File: config.mk
export PLATFORM = sky130hd
export DESIGN_NAME = sorted_priority_queue
export DESIGN_NICKNAME = d
export VERILOG_FILES = /design/src/sv/spq_pkg.sv /design/src/sv/spq_datapath.sv /design/src/sv/spq_controller.sv /design/src/sv/sorted_priority_queue.sv
export SDC_FILE = /design/constraint.sdc
export NUM_CORES = 2
export LEC_CHECK = 0
export BUFFER_PORTS_ARGS = -buffer_cell sky130_fd_sc_hd__buf_2
export CAP_MARGIN = 10
export CORE_MARGIN = 2
export CORE_UTILIZATION = 35
export CTS_CLUSTER_SIZE = 16
export DETAILED_ROUTE_END_ITERATION = 7
export MAX_ROUTING_LAYER = met4
export PLACE_DENSITY = 0.5
export SYNTH_ARGS = -nofsm -noshare
export SYNTH_HDL_FRONTEND = slang
export SYNTH_SLANG_ARGS = --single-unit
File: constraint.sdc
create_clock -name clock -period 10.2 [get_ports clock]
set_input_delay 2.55 -clock clock [delete_from_list [all_inputs] [get_ports clock]]
set_output_delay 2.55 -clock clock [all_outputs]
set_load 0.005 [all_outputs]
File: src/sv/spq_pkg.sv
// Shared types and constants for the sorted priority queue.
`default_nettype none
package spq_pkg;

   localparam int QUEUE_DEPTH = 16;
   localparam int TAG_WIDTH   = 16;
   localparam int CNT_W       = $clog2(QUEUE_DEPTH + 1);

   typedef enum logic {
      REQ_ADD    = 1'b0,
      REQ_REMOVE = 1'b1
   } req_code_type;

   typedef enum logic [1:0] {
      STATUS_ADDED   = 2'd0,
      STATUS_REMOVED = 2'd1,
      STATUS_EMPTY   = 2'd2,
      STATUS_FULL    = 2'd3
   } status_type;

   typedef enum logic {
      ST_IDLE   = 1'b0,
      ST_RESULT = 1'b1
   } state_type;

   // Controller to datapath commands.
   typedef struct packed {
      logic             load;    // capture a result word this cycle
      logic             insert;  // shift-insert the incoming entry
      logic             pop;     // shift all cells toward the front
      status_type       status;
      logic [CNT_W-1:0] count;   // occupied cells before this operation
   } cmd_type;

endpackage
`default_nettype wire

File: src/sv/spq_datapath.sv
// Datapath: shift-register cells with per-cell compare and result register.
`default_nettype none
module spq_datapath import spq_pkg::*; (
   input  wire logic               clock,
   input  wire cmd_type            cmd,
   input  wire logic        [15:0] item_tag,
   input  wire logic signed [15:0] item_priority,
   output logic             [1:0]  out_status,
   output logic             [15:0] out_tag,
   output logic signed      [15:0] out_priority
);

   logic        [TAG_WIDTH-1:0] tag_ff  [QUEUE_DEPTH];
   logic signed [15:0]          prio_ff [QUEUE_DEPTH];
   logic        [TAG_WIDTH-1:0] tag_in  [QUEUE_DEPTH];
   logic signed [15:0]          prio_in [QUEUE_DEPTH];

   logic        [TAG_WIDTH-1:0] tag_prev  [QUEUE_DEPTH];
   logic signed [15:0]          prio_prev [QUEUE_DEPTH];
   logic        [TAG_WIDTH-1:0] tag_next  [QUEUE_DEPTH];
   logic signed [15:0]          prio_next [QUEUE_DEPTH];
   logic [QUEUE_DEPTH-1:0]      ahead;
   logic [QUEUE_DEPTH-1:0]      ahead_prev;

   logic [TAG_WIDTH+15:0]       tag_wide_in;
   logic [TAG_WIDTH+15:0]       tag_wide_out;
   logic [TAG_WIDTH-1:0]        new_tag;

   logic        [1:0]           status_ff, status_in;
   logic        [15:0]          otag_ff, otag_in;
   logic signed [15:0]          oprio_ff, oprio_in;

   assign tag_wide_in  = {{TAG_WIDTH{1'b0}}, item_tag};
   assign new_tag      = tag_wide_in[TAG_WIDTH-1:0];
   assign tag_wide_out = {16'b0, tag_ff[0]};

   always_comb begin
      tag_prev[0]   = new_tag;
      prio_prev[0]  = item_priority;
      ahead_prev[0] = 1'b0;
      tag_next[QUEUE_DEPTH-1]  = tag_ff[QUEUE_DEPTH-1];
      prio_next[QUEUE_DEPTH-1] = prio_ff[QUEUE_DEPTH-1];
      // An occupied cell stays in place when it outranks the new entry.
      for (int i = 0; i < QUEUE_DEPTH; i++) begin
         ahead[i] = (CNT_W'(i) < cmd.count) && (prio_ff[i] > item_priority);
      end
      for (int i = 1; i < QUEUE_DEPTH; i++) begin
         tag_prev[i]   = tag_ff[i-1];
         prio_prev[i]  = prio_ff[i-1];
         ahead_prev[i] = ahead[i-1];
         tag_next[i-1]  = tag_ff[i];
         prio_next[i-1] = prio_ff[i];
      end
      for (int i = 0; i < QUEUE_DEPTH; i++) begin
         tag_in[i]  = tag_ff[i];
         prio_in[i] = prio_ff[i];
         if (cmd.insert && !ahead[i]) begin
            if (ahead_prev[i]) begin
               tag_in[i]  = new_tag;
               prio_in[i] = item_priority;
            end else begin
               tag_in[i]  = tag_prev[i];
               prio_in[i] = prio_prev[i];
            end
         end else if (cmd.pop) begin
            tag_in[i]  = tag_next[i];
            prio_in[i] = prio_next[i];
         end
      end
   end

   always_comb begin
      status_in = status_ff;
      otag_in   = otag_ff;
      oprio_in  = oprio_ff;
      if (cmd.load) begin
         status_in = cmd.status;
         if (cmd.pop) begin
            otag_in  = tag_wide_out[15:0];
            oprio_in = prio_ff[0];
         end else begin
            otag_in  = 16'd0;
            oprio_in = 16'sd0;
         end
      end
   end

   always_ff @(posedge clock) begin
      for (int i = 0; i < QUEUE_DEPTH; i++) begin
         tag_ff[i]  <= tag_in[i];
         prio_ff[i] <= prio_in[i];
      end
      status_ff <= status_in;
      otag_ff   <= otag_in;
      oprio_ff  <= oprio_in;
   end

   assign out_status   = status_ff;
   assign out_tag      = otag_ff;
   assign out_priority = oprio_ff;

endmodule
`default_nettype wire

File: src/sv/spq_controller.sv
// Controller: handshake state machine, entry count and command decode.
`default_nettype none
module spq_controller import spq_pkg::*; (
   input  wire logic clock,
   input  wire logic reset,
   input  wire logic req_valid,
   output logic      req_ready,
   input  wire logic req_type,
   output logic      rsp_valid,
   input  wire logic rsp_ready,
   output cmd_type   cmd
);

   state_type        state_ff, state_in;
   logic [CNT_W-1:0] count_ff, count_in;
   logic             accept;
   logic             full, empty;

   assign full   = (count_ff == CNT_W'(QUEUE_DEPTH));
   assign empty  = (count_ff == '0);
   assign accept = req_valid && req_ready;

   always_comb begin
      state_in = state_ff;
      case (state_ff)
         ST_IDLE: begin
            if (accept) state_in = ST_RESULT;
         end
         ST_RESULT: begin
            if (accept) state_in = ST_RESULT;
            else if (rsp_ready) state_in = ST_IDLE;
         end
         default: state_in = ST_IDLE;
      endcase
   end

   always_comb begin
      req_ready = 1'b0;
      rsp_valid = 1'b0;
      case (state_ff)
         ST_IDLE: begin
            req_ready = 1'b1;
         end
         ST_RESULT: begin
            rsp_valid = 1'b1;
            req_ready = rsp_ready;  // new word replaces the one being taken
         end
         default: begin
            req_ready = 1'b0;
            rsp_valid = 1'b0;
         end
      endcase
   end

   always_comb begin
      cmd.load   = accept;
      cmd.insert = 1'b0;
      cmd.pop    = 1'b0;
      cmd.status = STATUS_ADDED;
      cmd.count  = count_ff;
      count_in   = count_ff;
      if (req_type == REQ_ADD) begin
         if (full) begin
            cmd.status = STATUS_FULL;
         end else begin
            cmd.status = STATUS_ADDED;
            cmd.insert = accept;
            if (accept) count_in = count_ff + CNT_W'(1);
         end
      end else begin
         if (empty) begin
            cmd.status = STATUS_EMPTY;
         end else begin
            cmd.status = STATUS_REMOVED;
            cmd.pop    = accept;
            if (accept) count_in = count_ff - CNT_W'(1);
         end
      end
   end

   always_ff @(posedge clock) begin
      if (reset) begin
         state_ff <= ST_IDLE;
         count_ff <= '0;
      end else begin
         state_ff <= state_in;
         count_ff <= count_in;
      end
   end

endmodule
`default_nettype wire

File: src/sv/sorted_priority_queue.sv
// Top level of the sorted priority queue.
// Usage:
//  - Request channel (req_valid/req_ready): req_type selects add or remove;
//    req_item_tag and req_item_priority are used on add only.
//  - Response channel (rsp_valid/rsp_ready): one word per request with
//    rsp_status (added, removed, empty, full) and, on a remove, the tag
//    and priority of the front entry; zero otherwise.
//  - Entries sit in a row of shift-register cells kept in serving order;
//    each cell compares its priority with the incoming one, so an add or
//    a remove completes in the cycle it is accepted.
//  - Latency: the response word is valid the cycle after acceptance.
//  - Throughput: one request per cycle while the response is taken each
//    cycle; the single response register sets that figure.
//  - A stalled receiver holds the response word; a new request is taken
//    only in a cycle where the held word is taken.
//  - Reset empties the queue and drops any pending response.
`default_nettype none
module sorted_priority_queue import spq_pkg::*; (
   input  wire logic               clock,
   input  wire logic               reset,
   input  wire logic               req_valid,
   output logic                    req_ready,
   input  wire logic               req_type,
   input  wire logic        [15:0] req_item_tag,
   input  wire logic signed [15:0] req_item_priority,
   output logic                    rsp_valid,
   input  wire logic               rsp_ready,
   output logic             [1:0]  rsp_status,
   output logic             [15:0] rsp_out_tag,
   output logic signed      [15:0] rsp_out_priority
);

   cmd_type cmd;

   spq_controller u_controller (
      .clock     (clock),
      .reset     (reset),
      .req_valid (req_valid),
      .req_ready (req_ready),
      .req_type  (req_type),
      .rsp_valid (rsp_valid),
      .rsp_ready (rsp_ready),
      .cmd       (cmd)
   );

   spq_datapath u_datapath (
      .clock         (clock),
      .cmd           (cmd),
      .item_tag      (req_item_tag),
      .item_priority (req_item_priority),
      .out_status    (rsp_status),
      .out_tag       (rsp_out_tag),
      .out_priority  (rsp_out_priority)
   );

endmodule
`default_nettype wire
# Word level (Yosys, flattened, before mapping)
# Memories as Yosys holds them, arrays and structs flattened.
# Index checks and enable logic that the tools add are counted.
[classes]
div_mod_pow = 0
muxes = 110
multipliers = 0
reduce_logical = 51
n_bitwise = 1
shifts = 0
n_eq_ne = 3
order_cmp = 32
addsub = 2
[op_table]
columns = ["cell", "n"]
rows = [
  ["16-bit 2-to-1 mux", 92],
  ["16-bit greater-than comparator", 16],
  ["4-bit by 5-bit less-than comparator with 1-bit output (first input constant)", 8],
  ["1-bit logical AND", 33],
  ["5-bit 2-to-1 mux", 5],
  ["3-bit by 5-bit less-than comparator with 1-bit output (first input constant)", 4],
  ["1-bit logical NOT", 16],
  ["1-bit by 5-bit less-than comparator with 1-bit output (first input constant)", 2],
  ["2-bit by 5-bit less-than comparator with 1-bit output (first input constant)", 2],
  ["1-bit 2-to-1 mux", 8],
  ["2-bit 2-to-1 mux", 3],
  ["5-bit by 1-bit adder with 5-bit output (second input constant)", 1],
  ["5-bit equality test (second input constant)", 1],
  ["5-bit logical NOT", 1],
  ["5-bit by 1-bit subtractor with 5-bit output (second input constant)", 1],
  ["2-bit inequality test (second input constant)", 2],
  ["1-bit case mux with 2 select lines", 2],
  ["3-bit AND reduction", 1],
  ["1-bit inverter", 1],
]
[totals]
ff_bits = 40
word_cells = 206
latchBits = 0
out_inout_bits = 36
n_memories = 2
in_bits = 37
romBits = 0
ramBits = 512
[memory_table]
columns = ["name", "depth", "word_bits", "read_ports", "rd_ports_with_merged_regs", "wr", "line_no", "rtl"]
rows = [
  ["u_datapath.prio_ff", 16, 16, 16, 0, 16, "spq_datapath.sv:14", "logic signed [15:0] prio_ff [QUEUE_DEPTH];"],
  ["u_datapath.tag_ff", 16, 16, 16, 0, 16, "spq_datapath.sv:13", "logic [TAG_WIDTH-1:0] tag_ff [QUEUE_DEPTH];"],
]

# Longest topological paths before layout
[logic_depth]
depth_word = 7
mapped_depth = 14
ltp_nobuf = 9

# Modules after synthesis
# A second synthesis with hierarchy kept.
[unflattened]
hier_cells = 3301
hier_area_um2 = 35180.0
[modules_own_cells]
columns = ["module", "seq_area_each_um2", "cells_each", "instances", "area_each_um2"]
rows = [
  ["spq_datapath", 16395.7, 3253, 1, 34719.5],
  ["spq_controller", 120.1, 48, 1, 460.4],
]

# Worst setup path after synthesis
# Ideal clock, no wire load.
[synth_path]
path_kind = "input-to-reg"
start = "input port req_item_priority[14]"
end = "memory u_datapath.prio_ff[5][0] (netlist: u_datapath.prio_ff[0][80]) (enable)"
setup_time_ns = 0.466
cell_stages = 12
t_arrival_ns = 7.375
required_time_ns = 9.734
path_slack_ns = 2.359
path_buffers = 4
path_cell_list = "clkbuf_1 > clkbuf_1 > inv_1 > ha_1 > and4_1 > a22oi_1 > nand3b_1 > or4_1 > o211a_1 > buf_2 > buf_2 > o21ai_0"
[synth_rtl]
columns = ["element", "line_no", "rtl"]
rows = [
  ["start: declaration", "sorted_priority_queue.sv:25", "input wire logic signed [15:0] req_item_priority,"],
  ["end: declaration", "spq_datapath.sv:14", ""],
]

==> run summary <==
### Layout
- **area delta synth->final** 10.9%
- **# nets final** 3135
- **number of inserted filler cells in the final layout** 9379
- **core utilization of the finished layout** 39.1%
- **fraction of final layout cells sized beyond drive strength 1** 20.5%
- **ANT cells** 0

### Logic synthesis
- **cell accounting for the most synthesized area** edfxtp_1
- **Most used DFF post-synth** edfxtp_1
- **most numerous cell in the Yosys netlist** edfxtp_1
- **total number of yosys warnings** 0
- **sequential fraction of the synthesis area** 48.6%
- **net count after synthesis** 3130
- **most frequent cells after synthesis** edfxtp_1 (546), mux2_2 (323), mux2i_1 (316)
- **flip-flop and latch count after synthesis** 552
- **summed instance area of the synthesized netlist** 34000 um^2
- **proportion of netlist area held by the largest area contributor** 48.3%
- **synth unique cells** 75
- **share of flip-flops with an asynchronous set or reset after synthesis** 0%
- **synthesized area per cell** 12.0 um^2
- **Cells after Synth** 2834
- **number of enable flip-flop cells after synthesis** 546
- **biggest area contributors in the synthesized netlist** edfxtp_1 (48%), mux2_2 (11%), ha_1 (9.5%), mux2i_1 (9.3%), o21ai_0 (3.2%)

### Critical path
- **reg-to-reg setup timing slack** 5.85 ns
- **worst setup path class** primary input to flop
- **data required time at the worst endpoint** 10.55 ns
- **Critical Path Sink Type** flop
- **highest cell delay on the worst timing path** 0.91 ns
- **crit start category** primary input
- **Crit-path slowest cell** nor2_4
- **Worst Reg2Reg Path Length in Cells** 8
- **ordered cell list for the critical path** buf_2 -> inv_1 -> ha_1 -> a21oi_1 -> o21ai_1 -> a221o_1 -> o311ai_4 -> nand2_8 -> nor2_4 -> mux2_2
- **largest fanout on the critical path** 34
- **worst path arrival time** 7.01 ns
- **RR Endpoint** u_datapath.tag_ff[1][31]
- **origin of the critical flop-to-flop path** u_datapath.prio_ff[1][17]

### STA
- **post-layout minimum cycle time** 6.65 ns
- **setup TNS after final layout** 0 ns
- **Fin Clk Skew** 0.0251 ns
- **worst relative slew slack** 18.2%
- **count of final max-slew check failures** 0
- **final setup fails** 0
- **RSZ-0062 raised after global routing** no
- **Fmax achieved** 150 MHz
- **post-route fraction of the period consumed by the critical path** 65.2%
- **transition time at the pin with the least slew margin** 1.22 ns
- **final hold violations** 0

### Global routing
- **global router's overall resource usage** 19.7%
- **pin count of the biggest net entering global routing** 66
- **wire length of the first global-routing pass** 148000 um
- **antenna violations before repair** 0
- **vias in the first global route** 25.0k
- **total global routing overflow** 0

### Pwr
- **worst-case vdd ir drop** 117 uV
- **power density relative to cell area** 199 nW/um^2
- **Lkg Pwr** 14.1 nW

### CTS
- **cts hold-fix bufs** 0
- **Resized cells post-CTS** 0
- **post-CTS setup-driven buffer insertion count** 0
- **Clk pin slew, worst setup/hold paths** 0.06 ns
- **CTS tree** yes
- **CTS HTree Levels** 3
- **number of buffers created by CTS** 68
- **maximum count of clock buffers along a single path** 3
- **clock net sink count** 552
- **root buffer cell** clkbuf_16
- **clock latency on the worst-skew pair** 0.62 ns

### Route
- **ratio of routed vias to standard cells** 5.53
- **violation count after the first detailed-route iteration** 1564
- **wire length per cell after detailed routing** 23.1 um
- **wire length after detailed routing** 96100 um
- **routed via count** 23.0k
- **length of the first detailed-routing pass in iterations** 5
- **post-route DRC violation count** 0
- **Antenna Violating Nets Remaining** 0

### Outcome
- **run status** finished, final reports clean

### Floorplanning
- **number of cell rows** 114
- **Die Span Y** 316 um
- **placeable core region** 96400 um^2
- **overall die area** 99600 um^2
- **effective utilization at floorplan** 35.2%
- **width of the die** 316 um
- **number of top-level design ports** 73

### Hold path
- **class of the tightest hold or removal check** flop to flop
- **HP Start** u_controller.state_ff
- **destination of the worst hold path** u_controller.state_ff
- **Hold Crit Depth** 2

### Job
- **max-cap viol count** 0

### Place
- **placer's final routability congestion estimate** 0.937
- **port buffer count** 72
- **dpl hpwl** 69400 um

[report_power, final]
part,internal (mW),total [mW],switching (mW)
sequential,3.01,3.26,0.257
combinational,0.806,1.88,1.08
clock,1.37,2.37,0.996
total,5.18,7.51,2.33
[area by class of cell]
type                    instances  area, um^2  area share [%]
repair buffers                130         816            2.16
clock buffers                  85        1790            4.74
multi-input cells            2044       16500            43.8
clock inverters                36         323           0.857
well taps                    1276        1600            4.24
flip-flops and latches        552       16500            43.8
inverters                      43         161           0.428
[logic make-up after synthesis]
logic type / count (synthesis) / share of synthesized area [%]
AND/OR/NAND/NOR: 555 / 7.84
adder cells (fa/ha/maj): 259 / 9.54
buffers and inverters: 238 / 3.42
multiplexers: 655 / 20.7
XOR/XNOR: 3 / 0.0773
AO/OA/AOI/OAI: 572 / 9.82
flip-flops: 552 / 48.6
[per-layer routing]
metal  up-vias  GRT usage (%)  routed length (um)
li1      10800              -                   -
met1     11700           25.3               43600
met2       422           32.7               46800
met3       139           2.35                3610
met4         0           5.40                2080
met5         -              -                   0
[critical path: cells and delay by family]
family	cells	cell delay (ns)
multiplexers	1	0.42
AND/OR/NAND/NOR	2	1.34
AO/OA/AOI/OAI	4	1.47
buffers and inverters	2	0.74
adder cells (fa/ha/maj)	1	0.45
[stage by stage]
| step | instances | area (um^2) | hold WS [ns] | setup slack [ns] | total power [mW] |
|---|---|---|---|---|---|
| floorplan | 2834 | 34000 | 0.516 | 2.36 | 4.59 |
| global placement | 4044 | 35600 | 0.504 | 3.06 | 5.14 |
| detailed placement | 4044 | 35600 | 0.518 | 2.91 | 5.19 |
| CTS | 4165 | 37700 | 0.527 | 3.57 | 7.58 |
| global route | 4166 | 37700 | 0.556 | 3.32 | 7.90 |
| finish | 4166 | 37700 | 0.520 | 3.55 | 7.51 |
[worst max path at each step]
stage                                startpoint                        end  cells past startpoint
after CTS                  req_item_priority[5]   u_datapath.tag_ff[1][31]                     10
after floorplan           req_item_priority[14]  u_datapath.prio_ff[0][80]                     12
after global placement     req_item_priority[5]   u_datapath.tag_ff[1][17]                     10
after global routing       req_item_priority[5]   u_datapath.tag_ff[1][17]                     10
after detailed placement   req_item_priority[5]   u_datapath.tag_ff[1][31]                     10
final                      req_item_priority[5]   u_datapath.tag_ff[1][31]                     10
[cell usage in the layout, fill, tap and decap left out, drive strengths merged, types with 34 or more instances in the layout]
cell / count
nand4: 48
o21ai: 249
edfxtp: 546
a21oi: 170
buf: 130
mux2: 339
a21o: 42
inv: 46
clkbuf: 85
and2: 34
mux2i: 316
ha: 259
nand2: 261
nor2: 98
[sequential cells by signal, summed over array words and instances (netlist names)]
register,cells
u_datapath.out_tag,16
u_datapath.prio_ff,256
u_datapath.out_status,2
u_datapath.out_priority,16
u_controller.state_ff,1
u_datapath.tag_ff,256
u_controller.count_ff,5
Note: power is estimated with default switching activity, not from simulation.
